<file path="config.mk">
export PLATFORM = sky130hd
export DESIGN_NAME = cmos6502_instruction_predecoder
export DESIGN_NICKNAME = d
export VERILOG_FILES = /design/src/rtl/c65pd_pkg.sv /design/src/rtl/c65pd_decode.sv /design/src/rtl/c65pd_target.sv /design/src/rtl/cmos6502_instruction_predecoder.sv
export VERILOG_INCLUDE_DIRS = /design/src /design/src/rtl
export SDC_FILE = /design/constraint.sdc
export NUM_CORES = 1
export LEC_CHECK = 0
export BUFFER_PORTS_ARGS = -buffer_cell sky130_fd_sc_hd__buf_2
export CORE_MARGIN = 2
export CORE_UTILIZATION = 55
export CTS_CLUSTER_SIZE = 25
export DETAILED_ROUTE_END_ITERATION = 12
export PLACE_DENSITY = 0.82
export SLEW_MARGIN = 5
export SYNTH_ARGS = -nofsm -noshare
export SYNTH_HDL_FRONTEND = slang
export SYNTH_SLANG_ARGS = --single-unit
</file>
<file path="constraint.sdc">
create_clock -name clk_i -period 6.6 [get_ports clk_i]
set_clock_uncertainty 0.15 [all_clocks]
set_input_delay 0 -clock clk_i [delete_from_list [all_inputs] [get_ports clk_i]]
set_output_delay 0 -clock clk_i [all_outputs]
set_load 0.1 [all_outputs]
</file>
<file path="src/rtl/cmos6502_instruction_predecoder_macros.svh">
// Assertion macros for the 65C02 instruction predecoder.
// No dependencies; included by the top level only.
`ifndef CMOS6502_INSTRUCTION_PREDECODER_MACROS_SVH
`define CMOS6502_INSTRUCTION_PREDECODER_MACROS_SVH

// same-cycle implication, checked while out of reset
`define C65PD_ASSERT_NOW(name, clk, rst_n, ante, cons) \
  name: assert property (@(posedge clk) disable iff (!(rst_n)) (ante) |-> (cons)) \
    else $error("predecoder check failed");

// next-cycle implication, checked while out of reset
`define C65PD_ASSERT_NEXT(name, clk, rst_n, ante, cons) \
  name: assert property (@(posedge clk) disable iff (!(rst_n)) (ante) |=> (cons)) \
    else $error("predecoder check failed");

`endif

</file>
<file path="src/rtl/c65pd_pkg.sv">
// Package for the 65C02 instruction predecoder: types, codes, opcode table.
// No dependencies.
package c65pd_pkg;

  typedef enum logic [3:0] {
    AM_IMP = 4'd0,
    AM_ACC = 4'd1,
    AM_IMM = 4'd2,
    AM_ZP  = 4'd3,
    AM_ZPX = 4'd4,
    AM_ZPY = 4'd5,
    AM_ABS = 4'd6,
    AM_ABX = 4'd7,
    AM_ABY = 4'd8,
    AM_IND = 4'd9,
    AM_IZX = 4'd10,
    AM_IZY = 4'd11,
    AM_ZPI = 4'd12,
    AM_AIX = 4'd13,
    AM_REL = 4'd14
  } addr_mode_e;

  typedef enum logic [1:0] {
    STAT_OK      = 2'd0,
    STAT_UNKNOWN = 2'd1,
    STAT_NONE    = 2'd2
  } status_e;

  localparam logic [7:0] OP_JSR     = 8'h20;
  localparam logic [7:0] OP_JMP_ABS = 8'h4c;
  localparam logic [15:0] REL_BIAS  = 16'd2;

  typedef struct packed {
    logic       known;
    logic [6:0] mnem;
    addr_mode_e mode;
  } op_entry_t;

  // decode results handed from the decoder to the operand/target stage
  typedef struct packed {
    status_e    status;
    logic [6:0] mnem;
    addr_mode_e mode;
    logic [1:0] len;
    logic       is_jump;
  } dec_t;

  function automatic op_entry_t mk(input logic [6:0] m, input addr_mode_e md);
    op_entry_t e;
    e.known = 1'b1;
    e.mnem  = m;
    e.mode  = md;
    return e;
  endfunction

  function automatic logic [1:0] mode_length(input addr_mode_e md);
    logic [1:0] len;
    unique case (md)
      AM_IMP, AM_ACC:                         len = 2'd1;
      AM_ABS, AM_ABX, AM_ABY, AM_IND, AM_AIX: len = 2'd3;
      default:                                len = 2'd2;
    endcase
    return len;
  endfunction

  function automatic op_entry_t op_lookup(input logic [7:0] op);
    op_entry_t e;
    unique case (op)
      8'h00: e = mk(7'd0, AM_IMP);   8'h01: e = mk(7'd1, AM_IZX);
      8'h04: e = mk(7'd2, AM_ZP);    8'h05: e = mk(7'd1, AM_ZP);
      8'h06: e = mk(7'd3, AM_ZP);    8'h08: e = mk(7'd4, AM_IMP);
      8'h09: e = mk(7'd1, AM_IMM);   8'h0a: e = mk(7'd3, AM_ACC);
      8'h0c: e = mk(7'd2, AM_ABS);   8'h0d: e = mk(7'd1, AM_ABS);
      8'h0e: e = mk(7'd3, AM_ABS);   8'h10: e = mk(7'd5, AM_REL);
      8'h11: e = mk(7'd1, AM_IZY);   8'h12: e = mk(7'd1, AM_ZPI);
      8'h14: e = mk(7'd6, AM_ZP);    8'h15: e = mk(7'd1, AM_ZPX);
      8'h16: e = mk(7'd3, AM_ZPX);   8'h18: e = mk(7'd7, AM_IMP);
      8'h19: e = mk(7'd1, AM_ABY);   8'h1a: e = mk(7'd8, AM_ACC);
      8'h1c: e = mk(7'd6, AM_ABS);   8'h1d: e = mk(7'd1, AM_ABX);
      8'h1e: e = mk(7'd3, AM_ABX);   8'h20: e = mk(7'd9, AM_ABS);
      8'h21: e = mk(7'd10, AM_IZX);  8'h24: e = mk(7'd11, AM_ZP);
      8'h25: e = mk(7'd10, AM_ZP);   8'h26: e = mk(7'd12, AM_ZP);
      8'h28: e = mk(7'd13, AM_IMP);  8'h29: e = mk(7'd10, AM_IMM);
      8'h2a: e = mk(7'd12, AM_ACC);  8'h2c: e = mk(7'd11, AM_ABS);
      8'h2d: e = mk(7'd10, AM_ABS);  8'h2e: e = mk(7'd12, AM_ABS);
      8'h30: e = mk(7'd14, AM_REL);  8'h31: e = mk(7'd10, AM_IZY);
      8'h32: e = mk(7'd10, AM_ZPI);  8'h34: e = mk(7'd11, AM_ZPX);
      8'h35: e = mk(7'd10, AM_ZPX);  8'h36: e = mk(7'd12, AM_ZPX);
      8'h38: e = mk(7'd15, AM_IMP);  8'h39: e = mk(7'd10, AM_ABY);
      8'h3a: e = mk(7'd16, AM_ACC);  8'h3c: e = mk(7'd11, AM_ABX);
      8'h3d: e = mk(7'd10, AM_ABX);  8'h3e: e = mk(7'd12, AM_ABX);
      8'h40: e = mk(7'd17, AM_IMP);  8'h41: e = mk(7'd18, AM_IZX);
      8'h45: e = mk(7'd18, AM_ZP);   8'h46: e = mk(7'd19, AM_ZP);
      8'h48: e = mk(7'd20, AM_IMP);  8'h49: e = mk(7'd18, AM_IMM);
      8'h4a: e = mk(7'd19, AM_ACC);  8'h4c: e = mk(7'd21, AM_ABS);
      8'h4d: e = mk(7'd18, AM_ABS);  8'h4e: e = mk(7'd19, AM_ABS);
      8'h50: e = mk(7'd22, AM_REL);  8'h51: e = mk(7'd18, AM_IZY);
      8'h52: e = mk(7'd18, AM_ZPI);  8'h55: e = mk(7'd18, AM_ZPX);
      8'h56: e = mk(7'd19, AM_ZPX);  8'h58: e = mk(7'd23, AM_IMP);
      8'h59: e = mk(7'd18, AM_ABY);  8'h5a: e = mk(7'd24, AM_IMP);
      8'h5d: e = mk(7'd18, AM_ABX);  8'h5e: e = mk(7'd19, AM_ABX);
      8'h60: e = mk(7'd25, AM_IMP);  8'h61: e = mk(7'd26, AM_IZX);
      8'h64: e = mk(7'd27, AM_ZP);   8'h65: e = mk(7'd26, AM_ZP);
      8'h66: e = mk(7'd28, AM_ZP);   8'h68: e = mk(7'd29, AM_IMP);
      8'h69: e = mk(7'd26, AM_IMM);  8'h6a: e = mk(7'd28, AM_ACC);
      8'h6c: e = mk(7'd21, AM_IND);  8'h6d: e = mk(7'd26, AM_ABS);
      8'h6e: e = mk(7'd28, AM_ABS);  8'h70: e = mk(7'd30, AM_REL);
      8'h71: e = mk(7'd26, AM_IZY);  8'h72: e = mk(7'd26, AM_ZPI);
      8'h74: e = mk(7'd27, AM_ZPX);  8'h75: e = mk(7'd26, AM_ZPX);
      8'h76: e = mk(7'd28, AM_ZPX);  8'h78: e = mk(7'd31, AM_IMP);
      8'h79: e = mk(7'd26, AM_ABY);  8'h7a: e = mk(7'd32, AM_IMP);
      8'h7c: e = mk(7'd21, AM_AIX);  8'h7d: e = mk(7'd26, AM_ABX);
      8'h7e: e = mk(7'd28, AM_ABX);  8'h80: e = mk(7'd33, AM_REL);
      8'h81: e = mk(7'd34, AM_IZX);  8'h84: e = mk(7'd35, AM_ZP);
      8'h85: e = mk(7'd34, AM_ZP);   8'h86: e = mk(7'd36, AM_ZP);
      8'h88: e = mk(7'd37, AM_IMP);  8'h89: e = mk(7'd11, AM_IMM);
      8'h8a: e = mk(7'd38, AM_IMP);  8'h8c: e = mk(7'd35, AM_ABS);
      8'h8d: e = mk(7'd34, AM_ABS);  8'h8e: e = mk(7'd36, AM_ABS);
      8'h90: e = mk(7'd39, AM_REL);  8'h91: e = mk(7'd34, AM_IZY);
      8'h92: e = mk(7'd34, AM_ZPI);  8'h94: e = mk(7'd35, AM_ZPX);
      8'h95: e = mk(7'd34, AM_ZPX);  8'h96: e = mk(7'd36, AM_ZPY);
      8'h98: e = mk(7'd40, AM_IMP);  8'h99: e = mk(7'd34, AM_ABY);
      8'h9a: e = mk(7'd41, AM_IMP);  8'h9c: e = mk(7'd27, AM_ABS);
      8'h9d: e = mk(7'd34, AM_ABX);  8'h9e: e = mk(7'd27, AM_ABX);
      8'ha0: e = mk(7'd42, AM_IMM);  8'ha1: e = mk(7'd43, AM_IZX);
      8'ha2: e = mk(7'd44, AM_IMM);  8'ha4: e = mk(7'd42, AM_ZP);
      8'ha5: e = mk(7'd43, AM_ZP);   8'ha6: e = mk(7'd44, AM_ZP);
      8'ha8: e = mk(7'd45, AM_IMP);  8'ha9: e = mk(7'd43, AM_IMM);
      8'haa: e = mk(7'd46, AM_IMP);  8'hac: e = mk(7'd42, AM_ABS);
      8'had: e = mk(7'd43, AM_ABS);  8'hae: e = mk(7'd44, AM_ABS);
      8'hb0: e = mk(7'd47, AM_REL);  8'hb1: e = mk(7'd43, AM_IZY);
      8'hb2: e = mk(7'd43, AM_ZPI);  8'hb4: e = mk(7'd42, AM_ZPX);
      8'hb5: e = mk(7'd43, AM_ZPX);  8'hb6: e = mk(7'd44, AM_ZPY);
      8'hb8: e = mk(7'd48, AM_IMP);  8'hb9: e = mk(7'd43, AM_ABY);
      8'hba: e = mk(7'd49, AM_IMP);  8'hbc: e = mk(7'd42, AM_ABX);
      8'hbd: e = mk(7'd43, AM_ABX);  8'hbe: e = mk(7'd44, AM_ABY);
      8'hc0: e = mk(7'd50, AM_IMM);  8'hc1: e = mk(7'd51, AM_IZX);
      8'hc4: e = mk(7'd50, AM_ZP);   8'hc5: e = mk(7'd51, AM_ZP);
      8'hc6: e = mk(7'd16, AM_ZP);   8'hc8: e = mk(7'd52, AM_IMP);
      8'hc9: e = mk(7'd51, AM_IMM);  8'hca: e = mk(7'd53, AM_IMP);
      8'hcb: e = mk(7'd54, AM_IMP);  8'hcc: e = mk(7'd50, AM_ABS);
      8'hcd: e = mk(7'd51, AM_ABS);  8'hce: e = mk(7'd16, AM_ABS);
      8'hd0: e = mk(7'd55, AM_REL);  8'hd1: e = mk(7'd51, AM_IZY);
      8'hd2: e = mk(7'd51, AM_ZPI);  8'hd5: e = mk(7'd51, AM_ZPX);
      8'hd6: e = mk(7'd16, AM_ZPX);  8'hd8: e = mk(7'd56, AM_IMP);
      8'hd9: e = mk(7'd51, AM_ABY);  8'hda: e = mk(7'd57, AM_IMP);
      8'hdb: e = mk(7'd58, AM_IMP);  8'hdd: e = mk(7'd51, AM_ABX);
      8'hde: e = mk(7'd16, AM_ABX);  8'he0: e = mk(7'd59, AM_IMM);
      8'he1: e = mk(7'd60, AM_IZX);  8'he4: e = mk(7'd59, AM_ZP);
      8'he5: e = mk(7'd60, AM_ZP);   8'he6: e = mk(7'd8, AM_ZP);
      8'he8: e = mk(7'd61, AM_IMP);  8'he9: e = mk(7'd60, AM_IMM);
      8'hea: e = mk(7'd62, AM_IMP);  8'hec: e = mk(7'd59, AM_ABS);
      8'hed: e = mk(7'd60, AM_ABS);  8'hee: e = mk(7'd8, AM_ABS);
      8'hf0: e = mk(7'd63, AM_REL);  8'hf1: e = mk(7'd60, AM_IZY);
      8'hf2: e = mk(7'd60, AM_ZPI);  8'hf5: e = mk(7'd60, AM_ZPX);
      8'hf6: e = mk(7'd8, AM_ZPX);   8'hf8: e = mk(7'd64, AM_IMP);
      8'hf9: e = mk(7'd60, AM_ABY);  8'hfa: e = mk(7'd65, AM_IMP);
      8'hfd: e = mk(7'd60, AM_ABX);  8'hfe: e = mk(7'd8, AM_ABX);
      default: begin
        e.known = 1'b0;
        e.mnem  = 7'd0;
        e.mode  = AM_IMP;
      end
    endcase
    return e;
  endfunction

endpackage

</file>
<file path="src/rtl/c65pd_decode.sv">
// Opcode decode: table lookup, length and status against available bytes.
// Depends on c65pd_pkg.
module c65pd_decode (
  input  logic [7:0]      opcode_byte_i,
  input  logic [1:0]      bytes_available_i,
  output c65pd_pkg::dec_t dec_o
);

  c65pd_pkg::op_entry_t entry;
  logic [1:0]           len;

  assign entry = c65pd_pkg::op_lookup(opcode_byte_i);
  assign len   = c65pd_pkg::mode_length(entry.mode);

  always_comb begin
    dec_o.status  = c65pd_pkg::STAT_OK;
    dec_o.mnem    = entry.mnem;
    dec_o.mode    = entry.mode;
    dec_o.len     = len;
    dec_o.is_jump = (entry.mode == c65pd_pkg::AM_ABS) &&
                    ((opcode_byte_i == c65pd_pkg::OP_JSR) ||
                     (opcode_byte_i == c65pd_pkg::OP_JMP_ABS));
    if (bytes_available_i == 2'd0) begin
      dec_o.status  = c65pd_pkg::STAT_NONE;
      dec_o.mnem    = 7'd0;
      dec_o.mode    = c65pd_pkg::AM_IMP;
      dec_o.len     = 2'd0;
      dec_o.is_jump = 1'b0;
    end else if (!entry.known || (bytes_available_i < len)) begin
      // unknown or truncated: one byte consumed
      dec_o.status  = c65pd_pkg::STAT_UNKNOWN;
      dec_o.mnem    = 7'd0;
      dec_o.mode    = c65pd_pkg::AM_IMP;
      dec_o.len     = 2'd1;
      dec_o.is_jump = 1'b0;
    end
  end

endmodule

</file>
<file path="src/rtl/c65pd_target.sv">
// Operand assembly and control-flow target computation.
// Depends on c65pd_pkg.
module c65pd_target (
  input  c65pd_pkg::dec_t dec_i,
  input  logic [7:0]      operand_low_i,
  input  logic [7:0]      operand_high_i,
  input  logic [15:0]     pc_address_i,
  output logic [15:0]     operand_value_o,
  output logic            has_target_o,
  output logic [15:0]     target_address_o
);

  logic        ok;
  logic        is_rel;
  logic [15:0] rel_target;

  assign ok     = (dec_i.status == c65pd_pkg::STAT_OK);
  assign is_rel = ok && (dec_i.mode == c65pd_pkg::AM_REL);

  // wraps to 16 bits
  assign rel_target = pc_address_i + c65pd_pkg::REL_BIAS +
                      {{8{operand_low_i[7]}}, operand_low_i};

  always_comb begin
    operand_value_o = 16'd0;
    if (ok && (dec_i.len == 2'd2)) begin
      operand_value_o = {8'd0, operand_low_i};
    end else if (ok && (dec_i.len == 2'd3)) begin
      operand_value_o = {operand_high_i, operand_low_i};
    end
  end

  always_comb begin
    has_target_o     = 1'b0;
    target_address_o = 16'd0;
    if (is_rel) begin
      has_target_o     = 1'b1;
      target_address_o = rel_target;
    end else if (ok && dec_i.is_jump) begin
      has_target_o     = 1'b1;
      target_address_o = operand_value_o;
    end
  end

endmodule

</file>
<file path="src/rtl/cmos6502_instruction_predecoder.sv">
// 65C02 instruction predecoder, top level: input register, decode, result register.
// Depends on c65pd_pkg, c65pd_decode, c65pd_target and the assertion macros header.
//
// Usage:
//   Input channel: in_valid_i / in_stall_o with opcode, two operand bytes, the
//   count of valid bytes and the opcode address. A beat is taken on a rising
//   edge with in_valid_i high and in_stall_o low.
//   Output channel: out_valid_o / out_stall_i with status, mnemonic index,
//   addressing mode, length, operand and branch/jump target.
// Pipeline: a beat is registered in the input register, decoded combinationally and
//   its result is captured in the result register (two register stages).
// Throughput: one beat per clock while out_stall_i is low; the decode table and
//   the 16-bit target adder sit between the input and result registers.
// Stall: a result held under out_stall_i stays put; one more beat can still
//   be taken into the input register, after which in_stall_o rises until the
//   result is taken.
// Reset: rst_ni clears both valid flags; no results are pending afterward.
`include "cmos6502_instruction_predecoder_macros.svh"

module cmos6502_instruction_predecoder (
  input  logic        clk_i,
  input  logic        rst_ni,
  input  logic        in_valid_i,
  output logic        in_stall_o,
  input  logic [7:0]  opcode_byte_i,
  input  logic [7:0]  operand_low_i,
  input  logic [7:0]  operand_high_i,
  input  logic [1:0]  bytes_available_i,
  input  logic [15:0] pc_address_i,
  output logic        out_valid_o,
  input  logic        out_stall_i,
  output logic [1:0]  status_o,
  output logic [6:0]  mnemonic_index_o,
  output logic [3:0]  address_mode_o,
  output logic [1:0]  instr_length_o,
  output logic [15:0] operand_value_o,
  output logic        has_target_o,
  output logic [15:0] target_address_o
);

  logic        in_valid_q, in_valid_d;
  logic [7:0]  op_q, lo_q, hi_q;
  logic [1:0]  avail_q;
  logic [15:0] pc_q;
  logic        in_take;
  logic        advance;

  logic        out_valid_q, out_valid_d;
  logic [1:0]  status_q;
  logic [6:0]  mnem_q;
  logic [3:0]  mode_q;
  logic [1:0]  len_q;
  logic [15:0] operand_q, target_q;
  logic        has_target_q;

  c65pd_pkg::dec_t dec;
  logic [15:0]     operand;
  logic            has_target;
  logic [15:0]     target;

  assign advance    = in_valid_q && (!out_valid_q || !out_stall_i);
  assign in_stall_o = in_valid_q && out_valid_q && out_stall_i;
  assign in_take    = in_valid_i && !in_stall_o;

  assign in_valid_d  = in_take || (in_valid_q && !advance);
  assign out_valid_d = advance || (out_valid_q && out_stall_i);

  always_ff @(posedge clk_i or negedge rst_ni) begin
    if (!rst_ni) begin
      in_valid_q  <= 1'b0;
      out_valid_q <= 1'b0;
    end else begin
      in_valid_q  <= in_valid_d;
      out_valid_q <= out_valid_d;
    end
  end

  always_ff @(posedge clk_i) begin
    if (in_take) begin
      op_q    <= opcode_byte_i;
      lo_q    <= operand_low_i;
      hi_q    <= operand_high_i;
      avail_q <= bytes_available_i;
      pc_q    <= pc_address_i;
    end
  end

  c65pd_decode u_decode (
    .opcode_byte_i     (op_q),
    .bytes_available_i (avail_q),
    .dec_o             (dec)
  );

  c65pd_target u_target (
    .dec_i            (dec),
    .operand_low_i    (lo_q),
    .operand_high_i   (hi_q),
    .pc_address_i     (pc_q),
    .operand_value_o  (operand),
    .has_target_o     (has_target),
    .target_address_o (target)
  );

  always_ff @(posedge clk_i) begin
    if (advance) begin
      status_q     <= dec.status;
      mnem_q       <= dec.mnem;
      mode_q       <= dec.mode;
      len_q        <= dec.len;
      operand_q    <= operand;
      has_target_q <= has_target;
      target_q     <= target;
    end
  end

  assign out_valid_o      = out_valid_q;
  assign status_o         = status_q;
  assign mnemonic_index_o = mnem_q;
  assign address_mode_o   = mode_q;
  assign instr_length_o   = len_q;
  assign operand_value_o  = operand_q;
  assign has_target_o     = has_target_q;
  assign target_address_o = target_q;

  `C65PD_ASSERT_NOW(a_none_empty, clk_i, rst_ni,
    out_valid_o && (status_o == c65pd_pkg::STAT_NONE),
    (instr_length_o == 2'd0) && !has_target_o && (operand_value_o == 16'd0))
  `C65PD_ASSERT_NOW(a_unknown_len1, clk_i, rst_ni,
    out_valid_o && (status_o == c65pd_pkg::STAT_UNKNOWN),
    (instr_length_o == 2'd1) && !has_target_o && (mnemonic_index_o == 7'd0))
  `C65PD_ASSERT_NOW(a_target_ok, clk_i, rst_ni,
    out_valid_o && has_target_o, status_o == c65pd_pkg::STAT_OK)
  `C65PD_ASSERT_NEXT(a_stall_holds_item, clk_i, rst_ni,
    in_stall_o, in_valid_q && out_valid_q)

endmodule
</file>
==> results of run 1 <==
[cells in the mapped netlist (5+ instances only)]
master,instances
nor3_1,13
buf_6,8
nor2b_1,7
nand2_1,43
nand3_1,23
o22ai_1,8
o211ai_1,10
clkbuf_1,12
inv_1,9
xnor2_1,10
edfxtp_1,90
mux2i_1,6
nor2_1,39
and3_1,6
nand2b_1,15
a21oi_1,42
dfxtp_1,12
o21ai_0,37
ha_1,35
nand4_1,15
a211oi_1,12
a311oi_1,5
a31oi_1,9
a22o_1,11
o21ai_1,5
and2_1,28
o31ai_1,5
buf_2,27
[worst register-to-register path, stage by stage, from the launching register on]
cell and delay (ps):
dfrtp_1 540, nand3_4 200, inv_4 110, o211ai_4 510, ha_1 840, and3_1 290
a211oi_1 80, o211ai_2 200, a31oi_1 100, or4_1 540
[power breakdown]
part / total, W / switching, W / leakage, nW / internal, W
Combinational: 0.000816 / 0.000592 / 1.90 / 0.000225
Clock: 0.000585 / 0.000240 / 0.153 / 0.000345
Sequential: 0.000838 / 0.0000413 / 1.01 / 0.000797
Total: 0.00224 / 0.000873 / 3.06 / 0.00137
[logic make-up after synthesis]
group | synth area share
XOR/XNOR | 0.01568
AND/OR/NAND/NOR | 0.1658
multiplexers | 0.008961
flip-flops | 0.4465
buffers and inverters | 0.05712
adder cells (fa/ha/maj) | 0.06832
AO/OA/AOI/OAI | 0.2376
[per-stage QoR]
step / instance area (um2) / setup WS [ps] / power (W)
floorplan: 6703 / 1407 / 0.001477
global placement: 7077 / 3179 / 0.001601
detailed placement: 7077 / 3067 / 0.001619
CTS: 7870 / 3065 / 0.002211
global route: 7870 / 2717 / 0.002323
finish: 7870 / 2919 / 0.002239
[worst min path at each step]
stage,start,to,slack (ps),depth (start not counted)
after CTS,operand_high_i[1],hi_q[1]$_DFFE_PN_,210,2
after global placement,rst_ni,out_valid_o$_DFF_PN0_,-360,1
after floorplan,rst_ni,in_valid_q$_DFF_PN0_,-450,0
after global routing,operand_low_i[2],lo_q[2]$_DFFE_PN_,220,2
after detailed placement,rst_ni,out_valid_o$_DFF_PN0_,-360,1
final,operand_low_i[2],lo_q[2]$_DFFE_PN_,220,2
[cell type report]
class,count,area [um2]
well taps,147,183.9
repair buffers,147,983.4
flip-flops and latches,104,2993
clock buffers,12,246.5
fillers,891,4091
inverters,12,47.55
multi-input cells,481,3339
clock inverters,4,76.32
[state kept, by name, indices dropped and copies added, names as in the netlist, 7 cells and up]
signal / flops
hi_q: 8
lo_q: 8
mnemonic_index_o: 7
op_q: 8
operand_value_o: 16
pc_q: 16
target_address_o: 16
u_decode.entry: 12
[metal layers]
layer | track usage | vias up
li1 | - | 2736
met1 | 0.3842 | 2884
met2 | 0.4978 | 421
met3 | 0.04394 | 89
met4 | 0.1390 | 0
met5 | 0 | -
==> flow_summary.ini, run 1 <==
[floorplanning]
die_w_um = 114.4
rows = 40
io_pins = 96
die_y_um = 114.4
initial_core_util = 0.5604
die_area_um2 = 13090
core_area_um2 = 11960

[timing]
timing.hold.ws_ps = 218.7
hold_viol = 0
slew_headroom = 0.1796
min_period_over_period = 0.5577
worstMarginPinSlew_ps = 1228
fin_crit_ps = 3681
rsz0062_at_grt = false
maxClockFrequency_mhz = 271.7
setup_tns_ps = 0
setup_viol = 0
slew_viol_final = 0

[placement]
numPortBuffers = 95
place_inst = 844
globalplace.congestion = 0.9888
dpl.hpwl_um = 12170

[run]
max_cap_violations = 0

[clock_network]
insertion_delay_ps = 350
clock-sinks = 104
cts-root-buf = clkbuf_16
htree_levels = 3
cts.clk_slew.worst_paths_ps = 70
cts-buffers-inserted = 9
post_cts_buffers = 0
cts_hold_buffers = 47
cts_resized = 0
clock_path_buffers = 2
cts_tree = yes

[cells_and_area]
final_cell_mix = buf_2 (95), edfxtp_1 (90), dlygate4sd3_1 (47)
num_antenna_cells = 0
nNetsFinal = 837
fin_util = 0.6580
layout_commonest_cell = buf_2
drive_gt1_frac = 0.1868
fin_cells = 907
area_growth_pct = 17.42

[setup_path]
endpoint_kind = flip-flop
crit_path_max_incr_delay_ps = 830
r2r_end = u_decode.entry[1]$_DFF_P_
worstPathMaxFanout = 24
start_kind = flip-flop
critPathLaunch = out_valid_o$_DFF_PN0_
cp_slowest_cell = ha_1
worstPathCellList = nand3_4, inv_4, o211ai_4, ha_1, and3_1, a211oi_1, o211ai_2, a31oi_1, or4_1
crit_required_ps = 6670
path_delay_family = simple AND/OR/NAND/NOR gates
rrSetupSlack_ps = 2920
setup.worst_path.end = u_decode.entry[1]$_DFF_P_
regToRegStartpoint = out_valid_o$_DFF_PN0_
cp.depth = 9
crit_buf_inv = 1
critPathArrivalTime_ps = 3750
critPathKind = reg -> reg
r2r_cells = 9

[synthesis]
ys_warn_count = 0
synth-async-reset-ratio = 0.01923
netlist_area_um2 = 6703
synth_seq_cells = 104
syn_area_per_cell_um2 = 10.31
synth-seq-area-share = 0.4465
syn_nets = 732
synth.top_cell.area_share = 0.4032
synth_area_leader_cell = edfxtp_1
yosys.cell_types.count = 81
synthFlopType = edfxtp_1
syn_inst = 650
synth_edf_count = 90
post_synth_main_area_contributors = edfxtp_1 (40%), ha_1 (6.5%), dfxtp_1 (3.6%)

[route]
routed_via_density = 6.759
met1Wirelength_um = 7588
wl_per_cell_um = 21.54
first_iter_violations = 937
dr_wl_met2_um = 9327
met3_length_um = 1817
ant_nets = 0
wl_um = 19530
highest_layer = met4
firstDrtPassIters = 6
dr_total_vias = 6130
drc = 0

[grt]
grt_pass1_wl_um = 30260
grt_usage = 0.2985
grt_max_degree = 49
antenna_found_initial = 0
gr-total-overflow = 0
grt_pass1_vias = 5702

[power]
p_leak_nw = 3.057
irDropWorstVdd_uv = 144.3
p_per_area_nw_per_um2 = 284.5

[run_status]
outcome = completed

[hold_path]
hold_path.class = in -> reg
Power figures use the tool's default switching activity.
==> inputs of run 2 (changes only) <==
--- a/config.mk
+++ b/config.mk
@@ -8,10 +8,10 @@
 export LEC_CHECK = 0
 export BUFFER_PORTS_ARGS = -buffer_cell sky130_fd_sc_hd__buf_2
 export CORE_MARGIN = 2
-export CORE_UTILIZATION = 55
+export CORE_UTILIZATION = 53
 export CTS_CLUSTER_SIZE = 25
 export DETAILED_ROUTE_END_ITERATION = 12
-export PLACE_DENSITY = 0.82
+export PLACE_DENSITY = 0.83
 export SLEW_MARGIN = 5
 export SYNTH_ARGS = -nofsm -noshare
 export SYNTH_HDL_FRONTEND = slang
==> constraint.sdc (replaced) <==
create_clock -name clk_i -period 3.07 [get_ports clk_i]
set_clock_uncertainty 0.15 [all_clocks]
set_input_delay 0 -clock clk_i [delete_from_list [all_inputs] [get_ports clk_i]]
set_output_delay 0 -clock clk_i [all_outputs]
set_load 0.1 [all_outputs]
==> run 2 against run 1 <==
Effect of this change:
- critical path depth rose by 2
- hold slack worse by 7.3 ps
- register-to-register slack got worse by 2900 ps
- via count up 1.3%
- die area grew 3.6%
- final area is 6.0% higher
- first-iteration DRC count down 12%
- critical endpoint is now target_address_o[14]$_DFFE_PP_
- cell count is 8.5% higher
==> flow_summary.ini, run 2 (synthesis gave the netlist of run 1 again) <==
[route]
wl_per_cell_um = 20.51
dr_wl_met2_um = 10260
highest_layer = met4
met1Wirelength_um = 7691
first_iter_violations = 825
dr_total_vias = 6211
ant_nets = 0
drc = 0
routed_via_density = 6.312
wl_um = 20180
firstDrtPassIters = 6
met3_length_um = 1611

[grt]
gr-total-overflow = 0
grt_pass1_vias = 6174
grt_usage = 0.2994
grt_max_degree = 49
grt_pass1_wl_um = 31410
antenna_found_initial = 0

[cells_and_area]
area_growth_pct = 24.42
fillers = 923
drive_gt1_frac = 0.2500
regArea_um2 = 2997
fin_util = 0.6690
postLayoutCellArea_um2 = 8339
num_antenna_cells = 0
nNetsFinal = 889
multi_input_area_um2 = 3369
final_cell_mix = buf_2 (95), edfxtp_1 (90), buf_4 (54)
layout_commonest_cell = buf_2

[power]
pwr-share-seq = 0.372
p_sw_w = 0.001944
clkPwrFrac = 0.231
power_frac_comb = 0.397
p_per_area_nw_per_um2 = 577.6
p_leak_nw = 3.324
internal-power_w = 0.002873
sw_frac_of_total = 0.4035
irDropWorstVdd_uv = 387.5
power_w = 0.004817

[floorplanning]
core_area_um2 = 12470
die_area_um2 = 13560
die_y_um = 116.5
initial_core_util = 0.5377
rows = 41
die_w_um = 116.5
io_pins = 96

[placement]
pre_cts_slack_ps = 82.00
dpl.hpwl_um = 13410
numPortBuffers = 95
globalplace.congestion = 0.9647
dpl_cell_area_um2 = 7537

[setup_path]
worstPathMaxFanout = 3
endpoint_kind = flip-flop
critPathKind = reg -> reg
start_kind = flip-flop
critPathArrivalTime_ps = 3100
r2r_end = target_address_o[14]$_DFFE_PP_
crit_buf_inv = 2
worstPathCellList = inv_1, ha_1, inv_1, ha_1, a211oi_1, o211ai_1, a41oi_1, o21ai_0, nand2_1, nand4_1, a31oi_1
path_delay_family = compound AO/OA/AOI/OAI gates
crit_required_ps = 3120
cp_slowest_cell = edfxtp_1
regToRegStartpoint = lo_q[1]$_DFFE_PN_
rrSetupSlack_ps = 20
r2r_cells = 11
crit_path_max_incr_delay_ps = 400

[timing]
maxClockFrequency_mhz = 328.3
slew_headroom = 0.5582
setup_viol = 0
slew_viol_final = 0
fin_crit_ps = 3046
rsz0062_at_grt = true
hold_viol = 0
final.setup.worst_slack_ps = 24.37
worstMarginPinSlew_ps = 660.7
min_period_over_period = 0.9921

[clock_network]
htree_levels = 3
cts-root-buf = clkbuf_16
insertion_delay_ps = 360
cts-buffers-inserted = 9
clock_path_buffers = 2
cts.clk_slew.worst_paths_ps = 70
cts_tree = yes
clock-sinks = 104

[run_status]
outcome = completed

[hold_path]
hold_depth = 2
hold_path.class = in -> reg
holdPathEnd = pc_q[5]$_DFFE_PN_
hp-start = pc_address_i[5]

[run]
max_cap_violations = 0
-- run 2: cell types whose count changed in the layout (fill, tap and decap cells not counted), sizes merged --
cell / delta
clkinv: +2
dlygate4sd3: -1
bufinv: -2
clkinvlp: +1
clkbuf: -3
inv: +2
buf: +53
-- run 2: cell type report --
class | count | share of cell area
Clock buffer | 9 | 0.02701
Multi-Input combinational cell | 481 | 0.4041
Inverter | 12 | 0.005701
Sequential cell | 104 | 0.3593
Timing Repair Buffer | 199 | 0.1704
Tap cell | 172 | 0.02581
Clock inverter | 7 | 0.007652
-- run 2: metrics by stage --
stage / hold slack [ps] / std cells / setup TNS, ps
2_1_floorplan: -445.6 / 650 / 0
6_report: 211.5 / 984 / 0
5_1_grt: 196.5 / 984 / -164.1
3_3_place_gp: -358.7 / 919 / 0
3_5_place_dp: -361.6 / 919 / 0
4_1_cts: 196.5 / 981 / 0
-- run 2: what timing repair did --
| item | 4_1_cts | 5_1_grt |
|---|---|---|
| hold buffers | 46 | 0 |
| setup buffers | 0 | 3 |
| endpoints found under the hold margin | 46 | 0 |
| endpoints found under the setup margin | 0 | 3 |
| resized for setup | 0 | 6 |
-- run 2: worst reg2reg max path: cells and delay by family, from the launching register on --
kind	cells	cell delay, ps
AO/OA/AOI/OAI	5	1380
adder cells (fa/ha/maj)	2	530
flip-flops	1	400
AND/OR/NAND/NOR	2	280
buffers and inverters	2	150
-- run 2: worst max path at each step --
stage	start	slack, ps	to	cells past startpoint
global route	lo_q[1]$_DFFE_PN_	-70	target_address_o[14]$_DFFE_PP_	11
CTS	lo_q[1]$_DFFE_PN_	50	target_address_o[15]$_DFFE_PP_	13
global placement	lo_q[1]$_DFFE_PN_	180	target_address_o[15]$_DFFE_PP_	13
floorplan	out_valid_o$_DFF_PN0_	1	u_decode.entry[6]$_DFF_P_	13
finish	lo_q[1]$_DFFE_PN_	20	target_address_o[14]$_DFFE_PP_	11
detailed placement	lo_q[1]$_DFFE_PN_	80	target_address_o[15]$_DFFE_PP_	13
-- run 2: routing by layer --
| metal | vias to the layer above | global-route usage |
|---|---|---|
| met5 | - | 0 |
| met4 | 0 | 0.1151 |
| met3 | 59 | 0.05501 |
| met2 | 364 | 0.5229 |
| met1 | 2955 | 0.3690 |
| li1 | 2833 | - |
-- run 2: power groups by stage --
stage | sequential (W) | clock [W] | combinational [W]
finish | 0.00179 | 0.00111 | 0.00191
global route | 0.00180 | 0.00119 | 0.00202
CTS | 0.00179 | 0.00112 | 0.00185
floorplan | 0.00228 | 0 | 0.000897
detailed placement | 0.00182 | 0 | 0.00180
global placement | 0.00182 | 0 | 0.00177
==> inputs of run 3 (changes only) <==
--- a/config.mk
+++ b/config.mk
@@ -8,11 +8,13 @@
 export LEC_CHECK = 0
 export BUFFER_PORTS_ARGS = -buffer_cell sky130_fd_sc_hd__buf_2
 export CORE_MARGIN = 2
-export CORE_UTILIZATION = 53
+export CORE_UTILIZATION = 52
+export CTS_BUF_LIST = sky130_fd_sc_hd__clkbuf_4 sky130_fd_sc_hd__clkbuf_8 sky130_fd_sc_hd__clkbuf_16
 export CTS_CLUSTER_SIZE = 25
 export DETAILED_ROUTE_END_ITERATION = 12
-export PLACE_DENSITY = 0.83
+export PLACE_DENSITY = 0.82
 export SLEW_MARGIN = 5
 export SYNTH_ARGS = -nofsm -noshare
 export SYNTH_HDL_FRONTEND = slang
+export SYNTH_HIERARCHICAL = 1
 export SYNTH_SLANG_ARGS = --single-unit
==> run 3 against run 2 <==
Effect of this change:
- the run now ends with setup timing left
- flip-flop and latch count decreased by 12
- sequential share of layout area decreased by 6.0 points
- combinational power decreased by 5%
- utilization increased by 9.4 points
- synthesized area decreased by 3.8%
- via count increased by 15%
- maximum frequency decreased by 28%
- power decreased by 5.9%
- die area decreased by 1.9%
- register-to-register slack got worse by 1200 ps
- critical endpoint is now target_address_o[13]$_DFFE_PP_
- largest power group unchanged
==> flow_summary.ini, run 3 <==
[run_status]
outcome = finished with violations
violations = setup timing

[setup_path]
rrSetupSlack_ps = -1190
crit_path_max_incr_delay_ps = 410
path_delay_family = compound AO/OA/AOI/OAI gates
worstPathCellList = buf_6, clkinvlp_4, ha_4, nand4_1, o211a_1, a31oi_1, nand4_1, a31o_1, and3_4, ha_4, o211ai_1, a311oi_2, a21oi_2, nor2_2, nor2b_4, nand4_1, buf_6, buf_6, o31ai_2
start_kind = flip-flop
regToRegStartpoint = op_q[0]$_DFFE_PP_
worstPathMaxFanout = 8
crit_required_ps = 3100
crit_buf_inv = 4
critPathArrivalTime_ps = 4290
critPathKind = reg -> reg
r2r_cells = 19
cp_slowest_cell = edfxtp_1
endpoint_kind = flip-flop
r2r_end = target_address_o[13]$_DFFE_PP_

[cells_and_area]
final_cell_mix = buf_4 (136), buf_2 (95), edfxtp_1 (90)
nNetsFinal = 995
area_growth_pct = 42.64
layout_commonest_cell = buf_4
drive_gt1_frac = 0.3943

[synthesis]
syn_area_per_cell_um2 = 9.773
synthFlopType = edfxtp_1
yosys.cell_types.count = 94
synth.most_common_cell = edfxtp_1
synth_seq_cells = 92
netlist_area_um2 = 6450
syn_nets = 742
ys_warn_count = 6
synth-seq-area-share = 0.4268
synth_common_cells = edfxtp_1 (90), nand2_1 (56), nor2_1 (55), a21oi_1 (53), o21ai_0 (38)
synth-async-reset-ratio = 0.02174
synth_area_leader_cell = edfxtp_1
synth_edf_count = 90
synth.top_cell.area_share = 0.4190
syn_inst = 660
post_synth_main_area_contributors = edfxtp_1 (42%), ha_1 (6.8%), a21oi_1 (4.1%)

[timing]
hold_viol = 0
slew_viol_final = 0
setup_viol = 47
timing.hold.ws_ps = 181.5
worstMarginPinSlew_ps = 1053
rsz0062_at_grt = true
slew_headroom = 0.2980
fin_crit_ps = 4258
final.setup.worst_slack_ps = -1188
maxClockFrequency_mhz = 234.9
min_period_over_period = 1.387

[floorplanning]
die_y_um = 115.4
core_area_um2 = 12060
rows = 40
io_pins = 96
die_w_um = 115.4
initial_core_util = 0.5348
die_area_um2 = 13310

[placement]
globalplace.congestion = 1.024
dpl.hpwl_um = 15920
numPortBuffers = 95

[clock_network]
cts-buffers-inserted = 9
clock-sinks = 92
insertion_delay_ps = 380
clock_path_buffers = 2
cts-root-buf = clkbuf_16
cts_tree = yes
htree_levels = 3
cts.clk_slew.worst_paths_ps = 80

[route]
dr_total_vias = 7165
ant_nets = 0
firstDrtPassIters = 9
first_iter_violations = 1204
routed_via_density = 6.592
drc = 0
wl_um = 26560
wl_per_cell_um = 24.43

[grt]
gr-total-overflow = 0
antenna_found_initial = 0
grt_pass1_vias = 6934
grt_usage = 0.3787
grt_pass1_wl_um = 38030
grt_max_degree = 49

[hold_path]
hp-start = operand_high_i[4]
hold_depth = 2
holdPathEnd = hi_q[4]$_DFFE_PP_
hold_path.class = in -> reg

[power]
p_per_area_nw_per_um2 = 492.9
irDropWorstVdd_uv = 697.4
p_leak_nw = 3.766
power_w = 0.004535

[run]
max_cap_violations = 0
run 3: cell types whose count changed after synthesis, sizes merged, moves of 7 or more:
cell | previous run | this run
and2 | 28 | 12
nand2 | 46 | 57
buf | 41 | 34
nor2 | 39 | 55
a22o | 11 | 2
dfxtp | 12 | 0
a21oi | 43 | 55
inv | 12 | 19
nor3 | 14 | 22
run 3: layout make-up:
cell class	instances	area, um2
Clock inverter	7	62.56
Fill cell	742	2861
Tap cell	168	210.2
Sequential cell	92	2753
Antenna cell	1	2.502
Timing Repair Buffer	294	2173
Clock buffer	9	225.2
Inverter	19	77.57
Multi-Input combinational cell	497	3696
run 3: what timing repair did:
item,4_1_cts,5_1_grt
hold buffers,47,0
gates resized for setup,54,35
gates cloned,1,0
endpoints found under the hold margin,46,0
pin swaps,24,14
setup endpoints to repair,47,47
buffers inserted,17,7
run 3: per-stage QoR:
step	setup TNS (ps)	instance area (um2)	cells	util	worst slack [ps]
after floorplan	-26190	6544	660	-	-963.1
after global placement	-26630	7913	1004	0.6560	-867.1
after detailed placement	-36640	7913	1004	0.6560	-1124
after CTS	-34100	8994	1082	0.7456	-937.6
after global routing	-46020	9198	1086	0.7626	-1304
final	-42760	9200	1087	0.7628	-1188
run 3: cell families after synthesis:
| logic type | Yosys count | share of synthesized area |
|---|---|---|
| buffers and inverters | 71 | 0.06169 |
| AOI/OAI and AO/OA | 213 | 0.2295 |
| and+or+nand+nor | 233 | 0.1880 |
| adders and majority gates | 37 | 0.07255 |
| xor gates and xnor gates | 9 | 0.01339 |
| muxes | 5 | 0.008147 |
| DFF | 92 | 0.4268 |
run 3: where the power goes:
| part | switching (W) | internal [W] | total (W) |
|---|---|---|---|
| registers | 0.0000598 | 0.00150 | 0.00156 |
| logic | 0.00119 | 0.000621 | 0.00181 |
| clock network | 0.000597 | 0.000571 | 0.00117 |
| total | 0.00185 | 0.00269 | 0.00453 |
run 3: how the worst max path moves through the flow:
stage / from / endpoint / cells after the start
2_1_floorplan: op_q[0]$_DFFE_PP_ / target_address_o[8]$_DFFE_PP_ / 22
3_3_place_gp: op_q[0]$_DFFE_PP_ / target_address_o[12]$_DFFE_PP_ / 17
3_5_place_dp: op_q[0]$_DFFE_PP_ / target_address_o[10]$_DFFE_PP_ / 17
4_1_cts: op_q[0]$_DFFE_PP_ / target_address_o[3]$_DFFE_PP_ / 18
5_1_grt: op_q[0]$_DFFE_PP_ / target_address_o[13]$_DFFE_PP_ / 18
6_report: op_q[0]$_DFFE_PP_ / target_address_o[13]$_DFFE_PP_ / 19
run 3: layer usage:
metal	track usage	wire (um)	part of all wire
met2	0.6503	13050	0.49
met3	0.06906	2482	0.093
met5	0	0	0
met1	0.4696	9544	0.36
met4	0.1582	1484	0.056
run 3: worst reg2reg max path, delay by kind of cell, from the launching register on:
family / cells / cell delay [ps]
fa+ha+maj: 2 / 580
buf+inv: 4 / 510
flops: 1 / 410
simple gates: 6 / 870
compound gates: 7 / 1540
